==> src/rtl/core/apc_pkg.sv <==
// shared constants, state encoding and interface structs for the amicable pair checker
`default_nettype none

package apc_pkg;

   // width of the tested number
   localparam int CANDIDATE_BITS = 30;
   // width of the aliquot sum field on the result channel
   localparam int SUM_OUT_BITS = 33;
   // working width of a value whose divisors are summed (candidate or its sum)
   localparam int VAL_BITS = CANDIDATE_BITS + 3;
   // divisor sums of a working value, wide enough for the second pass
   localparam int ACC_BITS = VAL_BITS + 3;
   // trial divisors stop just above the square root of a working value
   localparam int DIV_BITS = (VAL_BITS + 1) / 2 + 1;
   // bit length of a divisor and divider step counts
   localparam int LEN_BITS = $clog2(VAL_BITS + 1);
   // stream payload widths, padded to whole bytes
   localparam int REQ_DATA_BITS = ((CANDIDATE_BITS + 7) / 8) * 8;
   localparam int RSP_DATA_BITS = ((SUM_OUT_BITS + 1 + 7) / 8) * 8;

   typedef enum logic [2:0] {
      SEQ_IDLE,
      SEQ_INIT,
      SEQ_START,
      SEQ_WAIT,
      SEQ_CHECK,
      SEQ_ADD_Q,
      SEQ_PASS_END,
      SEQ_DONE
   } apc_seq_state_type;

   typedef struct packed {
      logic                start;
      logic [VAL_BITS-1:0] dividend;
      logic [DIV_BITS-1:0] divisor;
      logic [LEN_BITS-1:0] divisor_len;
   } apc_div_req_type;

   typedef struct packed {
      logic                busy;
      logic                done;
      logic [VAL_BITS-1:0] quotient;
      logic [VAL_BITS-1:0] remainder;
   } apc_div_rsp_type;

   typedef struct packed {
      logic                load;
      logic [VAL_BITS-1:0] aliquot_sum;
      logic                is_amicable;
   } apc_result_type;

endpackage

`default_nettype wire

==> src/rtl/core/apc_sequencer.sv <==
// trial division sequencer: walks divisors, sums them, reruns on the sum if it exceeds n
`default_nettype none

module apc_sequencer (
   input  logic                                 clock,
   input  logic                                 reset,
   input  logic                                 start,
   input  logic [apc_pkg::CANDIDATE_BITS-1:0]   candidate,
   input  logic                                 out_free,
   input  apc_pkg::apc_div_rsp_type             div_rsp,
   output apc_pkg::apc_div_req_type             div_req,
   output apc_pkg::apc_result_type              result,
   output logic                                 idle
);
   import apc_pkg::*;

   apc_seq_state_type         state_ff, state_in;
   logic [CANDIDATE_BITS-1:0] n_ff, n_in;
   logic [VAL_BITS-1:0]       v_ff, v_in;
   logic [VAL_BITS-1:0]       sum_ff, sum_in;
   logic [DIV_BITS-1:0]       d_ff, d_in;
   logic [LEN_BITS-1:0]       dlen_ff, dlen_in;
   logic [ACC_BITS-1:0]       total_ff, total_in;
   logic                      pass_ff, pass_in;
   logic                      flag_ff, flag_in;
   logic [DIV_BITS-1:0]       d_next;
   logic                      q_below_d;
   logic                      q_is_d;
   logic                      divides;
   logic                      total_above_n;
   logic                      value_small;

   always_comb begin
      d_next        = d_ff + DIV_BITS'(1);
      q_below_d     = div_rsp.quotient < VAL_BITS'(d_ff);
      q_is_d        = div_rsp.quotient == VAL_BITS'(d_ff);
      divides       = div_rsp.remainder == '0;
      total_above_n = total_ff > ACC_BITS'(n_ff);
      value_small   = v_ff < VAL_BITS'(2);
   end

   // next state
   always_comb begin
      state_in = state_ff;
      case (state_ff)
         SEQ_IDLE:     if (start) state_in = SEQ_INIT;
         SEQ_INIT:     state_in = value_small ? SEQ_PASS_END : SEQ_START;
         SEQ_START:    state_in = SEQ_WAIT;
         SEQ_WAIT:     if (div_rsp.done) state_in = SEQ_CHECK;
         SEQ_CHECK: begin
            // quotient below divisor means the divisor passed the square root
            if (q_below_d) state_in = SEQ_PASS_END;
            else if (divides && !q_is_d) state_in = SEQ_ADD_Q;
            else state_in = SEQ_START;
         end
         SEQ_ADD_Q:    state_in = SEQ_START;
         SEQ_PASS_END: state_in = (!pass_ff && total_above_n) ? SEQ_INIT : SEQ_DONE;
         SEQ_DONE:     if (out_free) state_in = SEQ_IDLE;
         default:      state_in = SEQ_IDLE;
      endcase
   end

   // datapath updates and outputs
   always_comb begin
      n_in     = n_ff;
      v_in     = v_ff;
      sum_in   = sum_ff;
      d_in     = d_ff;
      dlen_in  = dlen_ff;
      total_in = total_ff;
      pass_in  = pass_ff;
      flag_in  = flag_ff;
      case (state_ff)
         SEQ_IDLE: begin
            if (start) begin
               n_in    = candidate;
               v_in    = VAL_BITS'(candidate);
               pass_in = 1'b0;
            end
         end
         SEQ_INIT: begin
            total_in = value_small ? '0 : ACC_BITS'(1);
            d_in     = DIV_BITS'(2);
            dlen_in  = LEN_BITS'(2);
         end
         SEQ_CHECK: begin
            if (!q_below_d) begin
               if (divides) total_in = total_ff + ACC_BITS'(d_ff);
               d_in = d_next;
               // bit length grows when the new divisor is a power of two
               if ((d_next & d_ff) == '0) dlen_in = dlen_ff + LEN_BITS'(1);
            end
         end
         SEQ_ADD_Q:    total_in = total_ff + ACC_BITS'(div_rsp.quotient);
         SEQ_PASS_END: begin
            if (!pass_ff) begin
               sum_in  = VAL_BITS'(total_ff);
               v_in    = VAL_BITS'(total_ff);
               flag_in = 1'b0;
               pass_in = total_above_n;
            end else begin
               flag_in = total_ff == ACC_BITS'(n_ff);
            end
         end
         default: ;
      endcase
   end

   always_comb begin
      div_req.start       = state_ff == SEQ_START;
      div_req.dividend    = v_ff;
      div_req.divisor     = d_ff;
      div_req.divisor_len = dlen_ff;
      result.load         = (state_ff == SEQ_DONE) && out_free;
      result.aliquot_sum  = sum_ff;
      result.is_amicable  = flag_ff;
      idle                = state_ff == SEQ_IDLE;
   end

   always_ff @(posedge clock) begin
      if (reset) begin
         state_ff <= SEQ_IDLE;
      end else begin
         state_ff <= state_in;
      end
   end

   always_ff @(posedge clock) begin
      n_ff     <= n_in;
      v_ff     <= v_in;
      sum_ff   <= sum_in;
      d_ff     <= d_in;
      dlen_ff  <= dlen_in;
      total_ff <= total_in;
      pass_ff  <= pass_in;
      flag_ff  <= flag_in;
   end

endmodule

`default_nettype wire
==> config.mk <==
export PLATFORM = sky130hd
export DESIGN_NAME = apc_sequencer
export DESIGN_NICKNAME = d
export VERILOG_FILES = /design/src/rtl/core/apc_pkg.sv /design/src/rtl/core/apc_sequencer.sv
export SDC_FILE = /design/constraint.sdc
export NUM_CORES = 1
export LEC_CHECK = 0
export ABC_AREA = 1
export BUFFER_PORTS_ARGS = -buffer_cell sky130_fd_sc_hd__buf_2
export CORE_UTILIZATION = 50
export DETAILED_ROUTE_END_ITERATION = 10
export HOLD_SLACK_MARGIN = 0.12
export PLACE_DENSITY = 0.81
export SYNTH_ARGS = -nofsm -noshare
export SYNTH_HDL_FRONTEND = slang
export SYNTH_SLANG_ARGS = --single-unit
==> constraint.sdc <==
create_clock -name clock -period 9.9 [get_ports clock]
set_input_delay 1.98 -clock clock [delete_from_list [all_inputs] [get_ports clock]]
set_output_delay 1.98 -clock clock [all_outputs]
set_load 0.01 [all_outputs]
==> impl_summary.log, run 1 <==
INFO  metric met2_layer_usage_reported_by_global_route = 43.4%
INFO  metric numClockSinks = 161
INFO  metric drc_violation_total_after_the_first_tritonroute_iteration = 554
INFO  metric crit_type = input port to primary output
INFO  metric detail_route.wl_per_cell = 15.6 µm
INFO  metric yosys_warnings = 0
INFO  metric static-leakage-power = 5.86 nW
INFO  metric floorplan.io_pins = 196
INFO  metric leading_cell_type_in_the_layout_fill_and_taps_excluded = nand2_1
INFO  metric routed_wirelength = 27800 µm
INFO  metric fp.dieH = 148 µm
INFO  metric worstRegToRegCells = 17
INFO  metric worst_pin_slew = 1.12 ns
INFO  metric synth_instances = 1296
INFO  metric post-synth-top-area-fraction = 44.7%
INFO  metric post-dp-hpwl = 22300 µm
INFO  metric pwr_density_cell = 187 mW/mm²
INFO  metric holdCritPathClass = flop to flop
INFO  metric end_kind = primary output
INFO  metric report.final.slew_viol_count = 0
INFO  metric synth_cell_type_count = 43
INFO  metric grt_use_met3 = 3.98%
INFO  metric timing.critical_path.mode_cell = buf_2
INFO  metric placement_rows = 52
INFO  metric post-layout-total-power = 2.34 mW
INFO  metric drt-vias-per-instance = 5.28
INFO  metric number_of_buffers_created_by_cts = 17
INFO  metric path_buf_inv = 3
INFO  metric floorplan.core_area = 0.0205 mm²
INFO  metric cts_tree = yes
INFO  metric endpoint_of_the_worst_slack_reg_to_reg_timing_path = total_ff[26]$_SDFFCE_PP0P_
INFO  metric fillerInstances = 1781
INFO  metric synth_fp_nets = 1499
INFO  metric status = complete, no violations
INFO  metric final.setup.tns = 0 ns
INFO  metric starting_density_of_the_core = 51.8%
INFO  metric antenna_found_initial = 1
INFO  metric drt.antenna.violating_nets = 0
INFO  metric timing.critical_path.arrival = 2.31 ns
INFO  metric grtUsageTotal = 26.1%
INFO  metric irDropWorstVdd = 0.000135 V
INFO  metric min_from = total_ff[32]$_SDFFCE_PP0P_
INFO  metric area_growth = 17.6%
INFO  metric synth_sequential_area_ratio = 45.3%
INFO  metric busiest_layer = met2
INFO  metric firstDrtPassIters = 5
INFO  metric routabilityCongestion = 0.950
INFO  metric synth_edf_count = 158
INFO  metric cts_hold_repair.buffers = 0
INFO  metric min_to = sum_ff[32]$_DFFE_PP_
INFO  metric crit_path_top_delay_cell = buf_2
INFO  metric syn-mean-instance-area = 8.19 µm²
INFO  metric setup.worst_path.start_class = input port
INFO  metric timing.critical_path.required = 7.92 ns
INFO  metric maxCapViolCount = 0
INFO  metric setup_repair_after_global_routing_missed_its_margin = no
INFO  metric max_clock_freq = 0.233 GHz
INFO  metric r2r_slack = 6.36 ns
INFO  metric die-width = 148 µm
INFO  metric clockRootBuffer = clkbuf_16
INFO  metric timing.critical_path.fanout_max = 2
INFO  metric grtUsageMet1 = 35.6%
INFO  metric number_of_setup_buffers_added_after_cts = 0
INFO  metric clock_latency = 0.43 ns
INFO  metric die_area = 0.0218 mm²
INFO  metric clkSlewWorstSetupHoldPaths = 0.07 ns
INFO  metric multiInputGateArea = 0.00495 mm²
INFO  metric antenna-diode-count = 0
INFO  metric post-route-period-util = 43.4%
INFO  metric worst_hold_path.num_cells = 0
INFO  metric route.detailed.drc = 0
INFO  metric hold_viol = 0
INFO  metric origin_of_the_critical_flop_to_flop_path = state_ff[0]$_SDFFE_PP0P_
INFO  metric grt_max_degree = 53
INFO  metric num-nets-final = 1702
INFO  metric critical_path.top_delay_family = buffers and inverters
INFO  metric timing.final.setup_violations = 0
INFO  metric clock_path_buffers = 2
INFO  metric timing.max_slew.rel_slack = 25.2%
INFO  metric synth-async-reset-ratio = 0%
INFO  metric synth_top_cell_by_area = edfxtp_1
INFO  metric overflow = 0
INFO  metric synth_top_flop_cell = edfxtp_1
INFO  metric via_count = 9413
INFO  metric first_global_vias = 8847
INFO  metric path_cells = buf_2 > inv_1 > nor2_1 > buf_2
INFO  metric dominant_cells_by_area_after_synthesis = edfxtp_1 (45%), ha_1 (12%), nand2_1 (11%), inv_1 (7.4%), nor2_1 (6.9%)
INFO  metric period_minus_ws_final = 4.29 ns
INFO  metric ctsHtreeMaxLevel = 4
INFO  metric ys_seq_elements = 161
INFO  metric post_route_cells_drive_above_1_share = 19.0%
INFO  metric io_buffers = 194
INFO  metric grt_first_pass_wirelength = 43700 µm
INFO  metric final_cell_mix = nand2_1 (299), inv_1 (208), buf_2 (194)
INFO  metric syn_area = 0.0106 mm²
INFO  metric skew = 0.00876 ns
INFO  metric ff_latch_area = 0.00480 mm²
INFO  metric cpPeakStageDelay = 0.13 ns
INFO  metric post_cts_resize_count = 0
## metrics by stage
stage / hold slack, ns / utilization, % / instance area, µm² / setup WS (ns) / cells
final: 0.495 / 60.9 / 12500 / 5.61 / 1782
after global routing: 0.516 / 60.9 / 12500 / 5.54 / 1782
after CTS: 0.490 / 60.9 / 12500 / 5.60 / 1782
after detailed placement: 0.473 / 58.2 / 11900 / 5.33 / 1750
after global placement: 0.471 / 58.2 / 11900 / 5.40 / 1750
after floorplan: 0.457 / - / 10600 / 5.75 / 1296
## state kept, by name (all words and copies together), names as in the netlist
register	flops
dlen_ff	6
d_ff	18
flag_ff	1
pass_ff	1
sum_ff	33
total_ff	36
state_ff	3
n_ff	30
v_ff	33
## kinds of logic after synthesis
logic type	share of synthesized area (%)
fa+ha+maj	12.0
buf+inv	8.30
compound gates	10.2
flops	45.3
simple gates	23.9
xor+xnor	0.330
## layer usage
layer / routed length, µm / vias up
met5: 0 / -
met4: 420 / 0
met3: 2090 / 40
met2: 12900 / 378
met1: 12400 / 4313
li1: - / 4682
## cell usage after synthesis (8+ instances only)
cell and instances:
a21oi_1 91, a21oi_2 15, a31oi_1 9, buf_2 8, clkbuf_1 10, edfxtp_1 158
ha_1 100, inv_1 209, nand2_1 299, nand3_1 38, nand4_1 15, nor2_1 194
nor3_1 16, o21ai_0 44, or2_2 9
## worst max-delay path by stage
stage                                            end  depth (start not counted)        start  slack (ns)
after floorplan                           result[34]                          2     out_free        5.75
after global placement    total_ff[26]$_SDFFCE_PP0P_                         15  div_rsp[33]        5.40
after detailed placement  total_ff[26]$_SDFFCE_PP0P_                         15  div_rsp[33]        5.33
after CTS                                 result[34]                          4     out_free        5.60
after global routing      total_ff[26]$_SDFFCE_PP0P_                         15  div_rsp[33]        5.54
final                                     result[34]                          4     out_free        5.61
## layout make-up
class                           count  area share, %
Multi-Input combinational cell    904           39.6
Inverter                          212           6.37
Clock buffer                       18           3.44
Sequential cell                   161           38.5
Timing Repair Buffer              203           8.32
Tap cell                          270           2.71
Clock inverter                     14           1.05
## report_power, final
| part | internal [mW] | switching, mW |
|---|---|---|
| Combinational | 0.254 | 0.480 |
| Clock | 0.351 | 0.290 |
| Sequential | 0.880 | 0.0811 |
| Total | 1.48 | 0.851 |
(Power assumes the default switching activity.)
==> run 2, diff against run 1 <==
==> constraint.sdc (replaced) <==
create_clock -name clock -period 4.3 [get_ports clock]
set_input_delay 0.86 -clock clock [delete_from_list [all_inputs] [get_ports clock]]
set_output_delay 0.86 -clock clock [all_outputs]
set_load 0.01 [all_outputs]
==> run 2 against run 1 <==
  * Sequential power grew 130%
  * Critical path depth increased by 12
  * Die area stayed put
  * Total power up 130%
  * Design area rose by 0.19%
  * Clock skew grew 0.0023 ns
  * Sequential share of layout area fell by 0.073 points
  * Via count rose by 0.50%
  * Non-clock buffer count up 2
==> impl_summary.log, run 2 (synthesis gave the netlist of run 1 again) <==
INFO  metric clock_latency = 0.43 ns
INFO  metric path_cells = inv_1 > nor2_1 > nand2_1 > buf_4 > o21ai_0 > inv_1 > fa_1 > inv_1 > nand2_2 > o21ai_2 > a21oi_2 > o21ai_2 > a21boi_2 > o21ai_0 > nand2_1 > a21oi_1
INFO  metric crit_type = flop to flop
INFO  metric via_count = 9460
INFO  metric drt.antenna.violating_nets = 0
INFO  metric report.final.slew_viol_count = 0
INFO  metric fillerInstances = 1765
INFO  metric ctsHtreeMaxLevel = 4
INFO  metric grtUsageMet1 = 34.9%
INFO  metric post_route_cells_drive_above_1_share = 19.2%
INFO  metric maxCapViolCount = 0
INFO  metric routabilityCongestion = 0.946
INFO  metric final_cell_mix = nand2_1 (299), inv_1 (209), buf_2 (194)
INFO  metric cts_hold_repair.buffers = 0
INFO  metric fp.dieH = 148 µm
INFO  metric total_switching_power = 1.97 mW
INFO  metric max_clock_freq = 0.293 GHz
INFO  metric first_global_vias = 9175
INFO  metric largest-register = total_ff
INFO  metric placement_rows = 52
INFO  metric met2_layer_usage_reported_by_global_route = 44.2%
INFO  metric floorplan.core_area = 0.0205 mm²
INFO  metric irDropWorstVdd = 0.000317 V
INFO  metric largestRegisters = total_ff (36), sum_ff (33), v_ff (33)
INFO  metric die-width = 148 µm
INFO  metric setup.worst_path.start_class = flop
INFO  metric timing.final.setup_violations = 0
INFO  metric clockRootBuffer = clkbuf_16
INFO  metric antenna_found_initial = 2
INFO  metric skew = 0.0111 ns
INFO  metric post-route-period-util = 79.3%
INFO  metric timing.critical_path.arrival = 3.66 ns
INFO  metric timing.critical_path.fanout_max = 17
INFO  metric io_buffers = 194
INFO  metric end_kind = flop
INFO  metric worst_pin_slew = 0.613 ns
INFO  metric post_cts_resize_count = 0
INFO  metric number_of_buffers_created_by_cts = 17
INFO  metric comb_power_share = 31.7%
INFO  metric preCtsSetupSlack = 0.774 ns
INFO  metric drt-vias-per-instance = 5.31
INFO  metric crit_path_top_delay_cell = fa_1
INFO  metric detail_route.wl_per_cell = 15.8 µm
INFO  metric grtUsageTotal = 26.3%
INFO  metric static-leakage-power = 5.86 nW
INFO  metric drc_violation_total_after_the_first_tritonroute_iteration = 594
INFO  metric largest_register_ffs = 36
INFO  metric cellInternalPower = 3.42 mW
INFO  metric timing.max_slew.rel_slack = 59.0%
INFO  metric numClockSinks = 161
INFO  metric final_non_filler_cell_area = 0.0125 mm²
INFO  metric final.setup.tns = 0 ns
INFO  metric timing.critical_path.required = 4.55 ns
INFO  metric cpPeakStageDelay = 0.45 ns
INFO  metric busiest_layer = met2
INFO  metric pwr_density_cell = 431 mW/mm²
INFO  metric firstDrtPassIters = 5
INFO  metric timing.critical_path.mode_cell = inv_1
INFO  metric route.detailed.drc = 0
INFO  metric number_of_setup_buffers_added_after_cts = 0
INFO  metric setup_slack = 0.889 ns
INFO  metric clock_path_buffers = 2
INFO  metric setup_repair_after_global_routing_missed_its_margin = no
INFO  metric antenna-diode-count = 0
INFO  metric cts_tree = yes
INFO  metric holdCritPathClass = flop to flop
INFO  metric routed_wirelength = 28200 µm
INFO  metric r2r_slack = 0.89 ns
INFO  metric num-nets-final = 1704
INFO  metric floorplan.io_pins = 196
INFO  metric clock_power_share = 27.3%
INFO  metric starting_density_of_the_core = 51.8%
INFO  metric sequentialPowerShare = 41.0%
INFO  metric period_minus_ws_final = 3.41 ns
INFO  metric status = complete, no violations
INFO  metric overflow = 0
INFO  metric post-dp-hpwl = 22100 µm
INFO  metric placed_cell_area = 0.0120 mm²
INFO  metric net_sw_share = 36.6%
INFO  metric grt_max_degree = 40
INFO  metric clkSlewWorstSetupHoldPaths = 0.07 ns
INFO  metric hold_viol = 0
INFO  metric area_growth = 17.9%
INFO  metric grt_use_met3 = 4.20%
INFO  metric die_area = 0.0218 mm²
INFO  metric leading_cell_type_in_the_layout_fill_and_taps_excluded = nand2_1
INFO  metric grt_first_pass_wirelength = 44400 µm
==> run 2: changes by cell type in the layout (fill, tap and decap cells not counted), sizes merged <==
cell	change
clkinvlp	+4
clkinv	-5
inv	+1
buf	+2
clkbuf	-1
==> run 2: power by group through the flow <==
stage               clock (mW)  combinational (mW)  sequential, mW
floorplan                    0                1.12            2.23
global placement             0                1.61            2.23
detailed placement           0                1.67            2.24
CTS                       1.50                1.70            2.21
global route              1.55                1.92            2.24
finish                    1.47                1.71            2.21
==> run 2: layout make-up <==
type | instances | area (µm²) | share of cell area, %
Tap cell | 270 | 338 | 2.70
Timing Repair Buffer | 205 | 1070 | 8.52
Inverter | 212 | 796 | 6.36
Multi-Input combinational cell | 904 | 4950 | 39.6
Sequential cell | 161 | 4800 | 38.4
Clock buffer | 17 | 425 | 3.40
Clock inverter | 14 | 131 | 1.05
==> run 2: layer usage <==
metal	wire length (µm)	vias up
met2	13200	403
met4	572	2
met1	12300	4328
met3	2170	46
li1	-	4681
met5	11	-
==> run 2: final timing paths <==
kind,start,endpoint,cells after the start
setup / recovery,state_ff[0]$_SDFFE_PP0P_,total_ff[26]$_SDFFCE_PP0P_,16
hold reg to reg,total_ff[32]$_SDFFCE_PP0P_,sum_ff[32]$_DFFE_PP_,0
setup reg to reg,state_ff[0]$_SDFFE_PP0P_,total_ff[26]$_SDFFCE_PP0P_,16
hold / removal,total_ff[32]$_SDFFCE_PP0P_,sum_ff[32]$_DFFE_PP_,0
==> run 2: worst max-delay path: cells and delay by family (launching register included) <==
kind / cells / cell delay [ns]
AND/OR/NAND/NOR: 4 / 0.54
buffers and inverters: 4 / 0.54
flip-flops: 1 / 0.37
AO/OA/AOI/OAI: 7 / 1.34
adder cells (fa/ha/maj): 1 / 0.45
==> run 2: metrics by stage <==
step | instances | utilization [%] | power [mW] | hold WS, ns
final | 1783 | 61.0 | 5.39 | 0.491
after global placement | 1752 | 58.3 | 3.84 | 0.474
after global routing | 1783 | 61.0 | 5.71 | 0.525
after CTS | 1783 | 61.0 | 5.40 | 0.498
after detailed placement | 1752 | 58.3 | 3.91 | 0.487
after floorplan | 1296 | - | 3.35 | 0.457
==> run 3, diff against run 2 <==
==> constraint.sdc (replaced) <==
create_clock -name clock -period 3.2 [get_ports clock]
set_input_delay 0.64 -clock clock [delete_from_list [all_inputs] [get_ports clock]]
set_output_delay 0.64 -clock clock [all_outputs]
set_load 0.01 [all_outputs]
==> run 3 against run 2 <==
  * Sequential cell count unchanged
  * Clock skew up 0.0014 ns
  * Clock-buffer cell count up 1
  * Critical path depth down 2
  * Total power up 38%
  * Register-to-register slack worse by 0.68 ns
  * Critical endpoint is now total_ff[30]$_SDFFCE_PP0P_
  * Combinational power up 37%
  * Design area up 1.2%
  * Global-route usage down 0.29 points
  * Clock power up 43%
  * First-iteration DRC count up 2.5%
  * Final cell count up 0.39%
==> impl_summary.log, run 3 (synthesis gave the netlist of run 1 again) <==
INFO  metric fp.dieH = 148 µm
INFO  metric timing.critical_path.mode_cell = a21oi_1
INFO  metric post-route-period-util = 93.6%
INFO  metric setup_slack = 0.204 ns
INFO  metric final_cell_mix = nand2_1 (298), inv_1 (208), buf_2 (194)
INFO  metric detail_route.wl_per_cell = 15.7 µm
INFO  metric ff_latch_area = 0.00480 mm²
INFO  metric irDropWorstVdd = 0.000390 V
INFO  metric end_kind = flop
INFO  metric antenna_found_initial = 0
INFO  metric cts_tree = yes
INFO  metric maxCapViolCount = 0
INFO  metric period_minus_ws_final = 3.00 ns
INFO  metric worst_pin_slew = 0.616 ns
INFO  metric timing.critical_path.required = 3.35 ns
INFO  metric setup.worst_path.start_class = flop
INFO  metric route.detailed.drc = 0
INFO  metric grt_use_met3 = 3.95%
INFO  metric status = complete, no violations
INFO  metric die_area = 0.0218 mm²
INFO  metric grtUsageTotal = 26.0%
INFO  metric clkSlewWorstSetupHoldPaths = 0.07 ns
INFO  metric preCtsSetupSlack = 0.0742 ns
INFO  metric cpPeakStageDelay = 0.37 ns
INFO  metric hold-worst-slack = 0.382 ns
INFO  metric grtUsageMet1 = 35.5%
INFO  metric clock_path_buffers = 2
INFO  metric area_growth = 19.3%
INFO  metric floorplan.core_area = 0.0205 mm²
INFO  metric clock_power_share = 28.4%
INFO  metric numClockSinks = 161
INFO  metric net_sw_share = 35.5%
INFO  metric post-dp-hpwl = 22200 µm
INFO  metric comb_power_share = 31.6%
INFO  metric total_switching_power = 2.63 mW
INFO  metric clockRootBuffer = clkbuf_16
INFO  metric fillerInstances = 1729
INFO  metric sequentialPowerShare = 40.1%
INFO  metric cts_hold_repair.buffers = 0
INFO  metric final_core_utilization = 61.8%
INFO  metric antenna-diode-count = 0
INFO  metric placed_cell_area = 0.0120 mm²
INFO  metric crit_path_top_delay_cell = dfxtp_1
INFO  metric pwr_density_cell = 586 mW/mm²
INFO  metric final_non_filler_cell_area = 0.0127 mm²
INFO  metric ctsHtreeMaxLevel = 4
INFO  metric largest-register = total_ff
INFO  metric largestRegisters = total_ff (36), sum_ff (33), v_ff (33)
INFO  metric crit_type = flop to flop
INFO  metric die-width = 148 µm
INFO  metric grt_first_pass_wirelength = 44100 µm
INFO  metric clock_latency = 0.43 ns
INFO  metric floorplan.io_pins = 196
INFO  metric number_of_buffers_created_by_cts = 17
INFO  metric routed_wirelength = 28100 µm
INFO  metric leading_cell_type_in_the_layout_fill_and_taps_excluded = nand2_1
INFO  metric placement_rows = 52
INFO  metric largest_register_ffs = 36
INFO  metric starting_density_of_the_core = 51.8%
INFO  metric drt.antenna.violating_nets = 0
INFO  metric timing.final.setup_violations = 0
INFO  metric timing.critical_path.fanout_max = 18
INFO  metric grt_max_degree = 38
INFO  metric timing.max_slew.rel_slack = 58.9%
INFO  metric timing.critical_path.arrival = 3.15 ns
INFO  metric busiest_layer = met2
INFO  metric post_route_cells_drive_above_1_share = 19.8%
INFO  metric routabilityCongestion = 0.946
INFO  metric static-leakage-power = 5.93 nW
INFO  metric skew = 0.0124 ns
INFO  metric multiInputGateArea = 0.00499 mm²
INFO  metric num-nets-final = 1712
INFO  metric max_clock_freq = 0.334 GHz
INFO  metric met2_layer_usage_reported_by_global_route = 43.7%
INFO  metric holdCritPathClass = input port to flop
INFO  metric drt-vias-per-instance = 5.22
INFO  metric io_buffers = 194
INFO  metric post-layout-total-power = 7.41 mW
INFO  metric overflow = 0
INFO  metric path_cells = inv_1 > nor2_1 > nand2_2 > buf_4 > a21oi_1 > ha_1 > a21oi_1 > o21ai_0 > o21bai_1 > a21oi_2 > nand3b_1 > nand2_1 > nand2_1 > a21oi_1
INFO  metric hold_viol = 0
INFO  metric first_global_vias = 8784
INFO  metric cellInternalPower = 4.78 mW
INFO  metric report.final.slew_viol_count = 0
INFO  metric firstDrtPassIters = 5
INFO  metric via_count = 9341
INFO  metric drc_violation_total_after_the_first_tritonroute_iteration = 609
==> run 3: changes by cell type in the layout (fill, tap and decap cells not counted), moves of 2 or more <==
cell        change
o21ai_0         -2
bufinv_16       +2
clkinvlp_4      -2
buf_4           +6
clkinv_2        -2
==> run 3: repair_timing <==
| action | CTS | global route |
|---|---|---|
| resized for setup | 0 | 12 |
| setup endpoints to repair | 0 | 15 |
| setup buffers | 0 | 2 |
==> run 3: per-layer routing <==
metal  part of all wire [%]  vias up  wire length, µm
li1                       -     4704                -
met1                     44     4219            12500
met2                     47      381            13100
met3                    7.4       37             2080
met4                    1.6        0              461
met5                      0        -                0
==> run 3: final timing paths <==
path                                end                       start  cells after the start  slack, ns
max          total_ff[30]$_SDFFCE_PP0P_    state_ff[0]$_SDFFE_PP0P_                     14       0.20
min            state_ff[2]$_SDFFE_PP0P_                       reset                      2       0.38
max reg2reg  total_ff[30]$_SDFFCE_PP0P_    state_ff[0]$_SDFFE_PP0P_                     14       0.20
min reg2reg        sum_ff[32]$_DFFE_PP_  total_ff[32]$_SDFFCE_PP0P_                      0       0.50
==> run 3: worst max-delay path, delay by kind of cell (launching register included) <==
kind,cells,cell delay (ns)
adder cells (fa/ha/maj),1,0.37
flip-flops,1,0.37
AND/OR/NAND/NOR,5,0.62
buffers and inverters,2,0.29
AO/OA/AOI/OAI,6,1.06
==> run 3: power by group through the flow <==
stage | clock [mW] | sequential [mW] | combinational, mW
floorplan | 0 | 2.99 | 1.51
global placement | 0 | 2.99 | 2.20
detailed placement | 0 | 3.01 | 2.27
CTS | 2.11 | 2.96 | 2.29
global route | 2.20 | 3.00 | 2.64
finish | 2.10 | 2.97 | 2.34
==> run 3: per-stage QoR <==
step,cells,setup TNS (ns)
final,1790,0
after global routing,1790,-0.00755
after CTS,1788,0
after detailed placement,1758,0
after global placement,1758,0
after floorplan,1296,0
==> run 3: layout make-up <==
cell class,instances,area share [%]
inverters,212,6.29
clock inverters,12,1.26
flip-flops and latches,161,38.0
well taps,270,2.67
multi-input cells,904,39.4
repair buffers,213,9.02
clock buffers,18,3.39
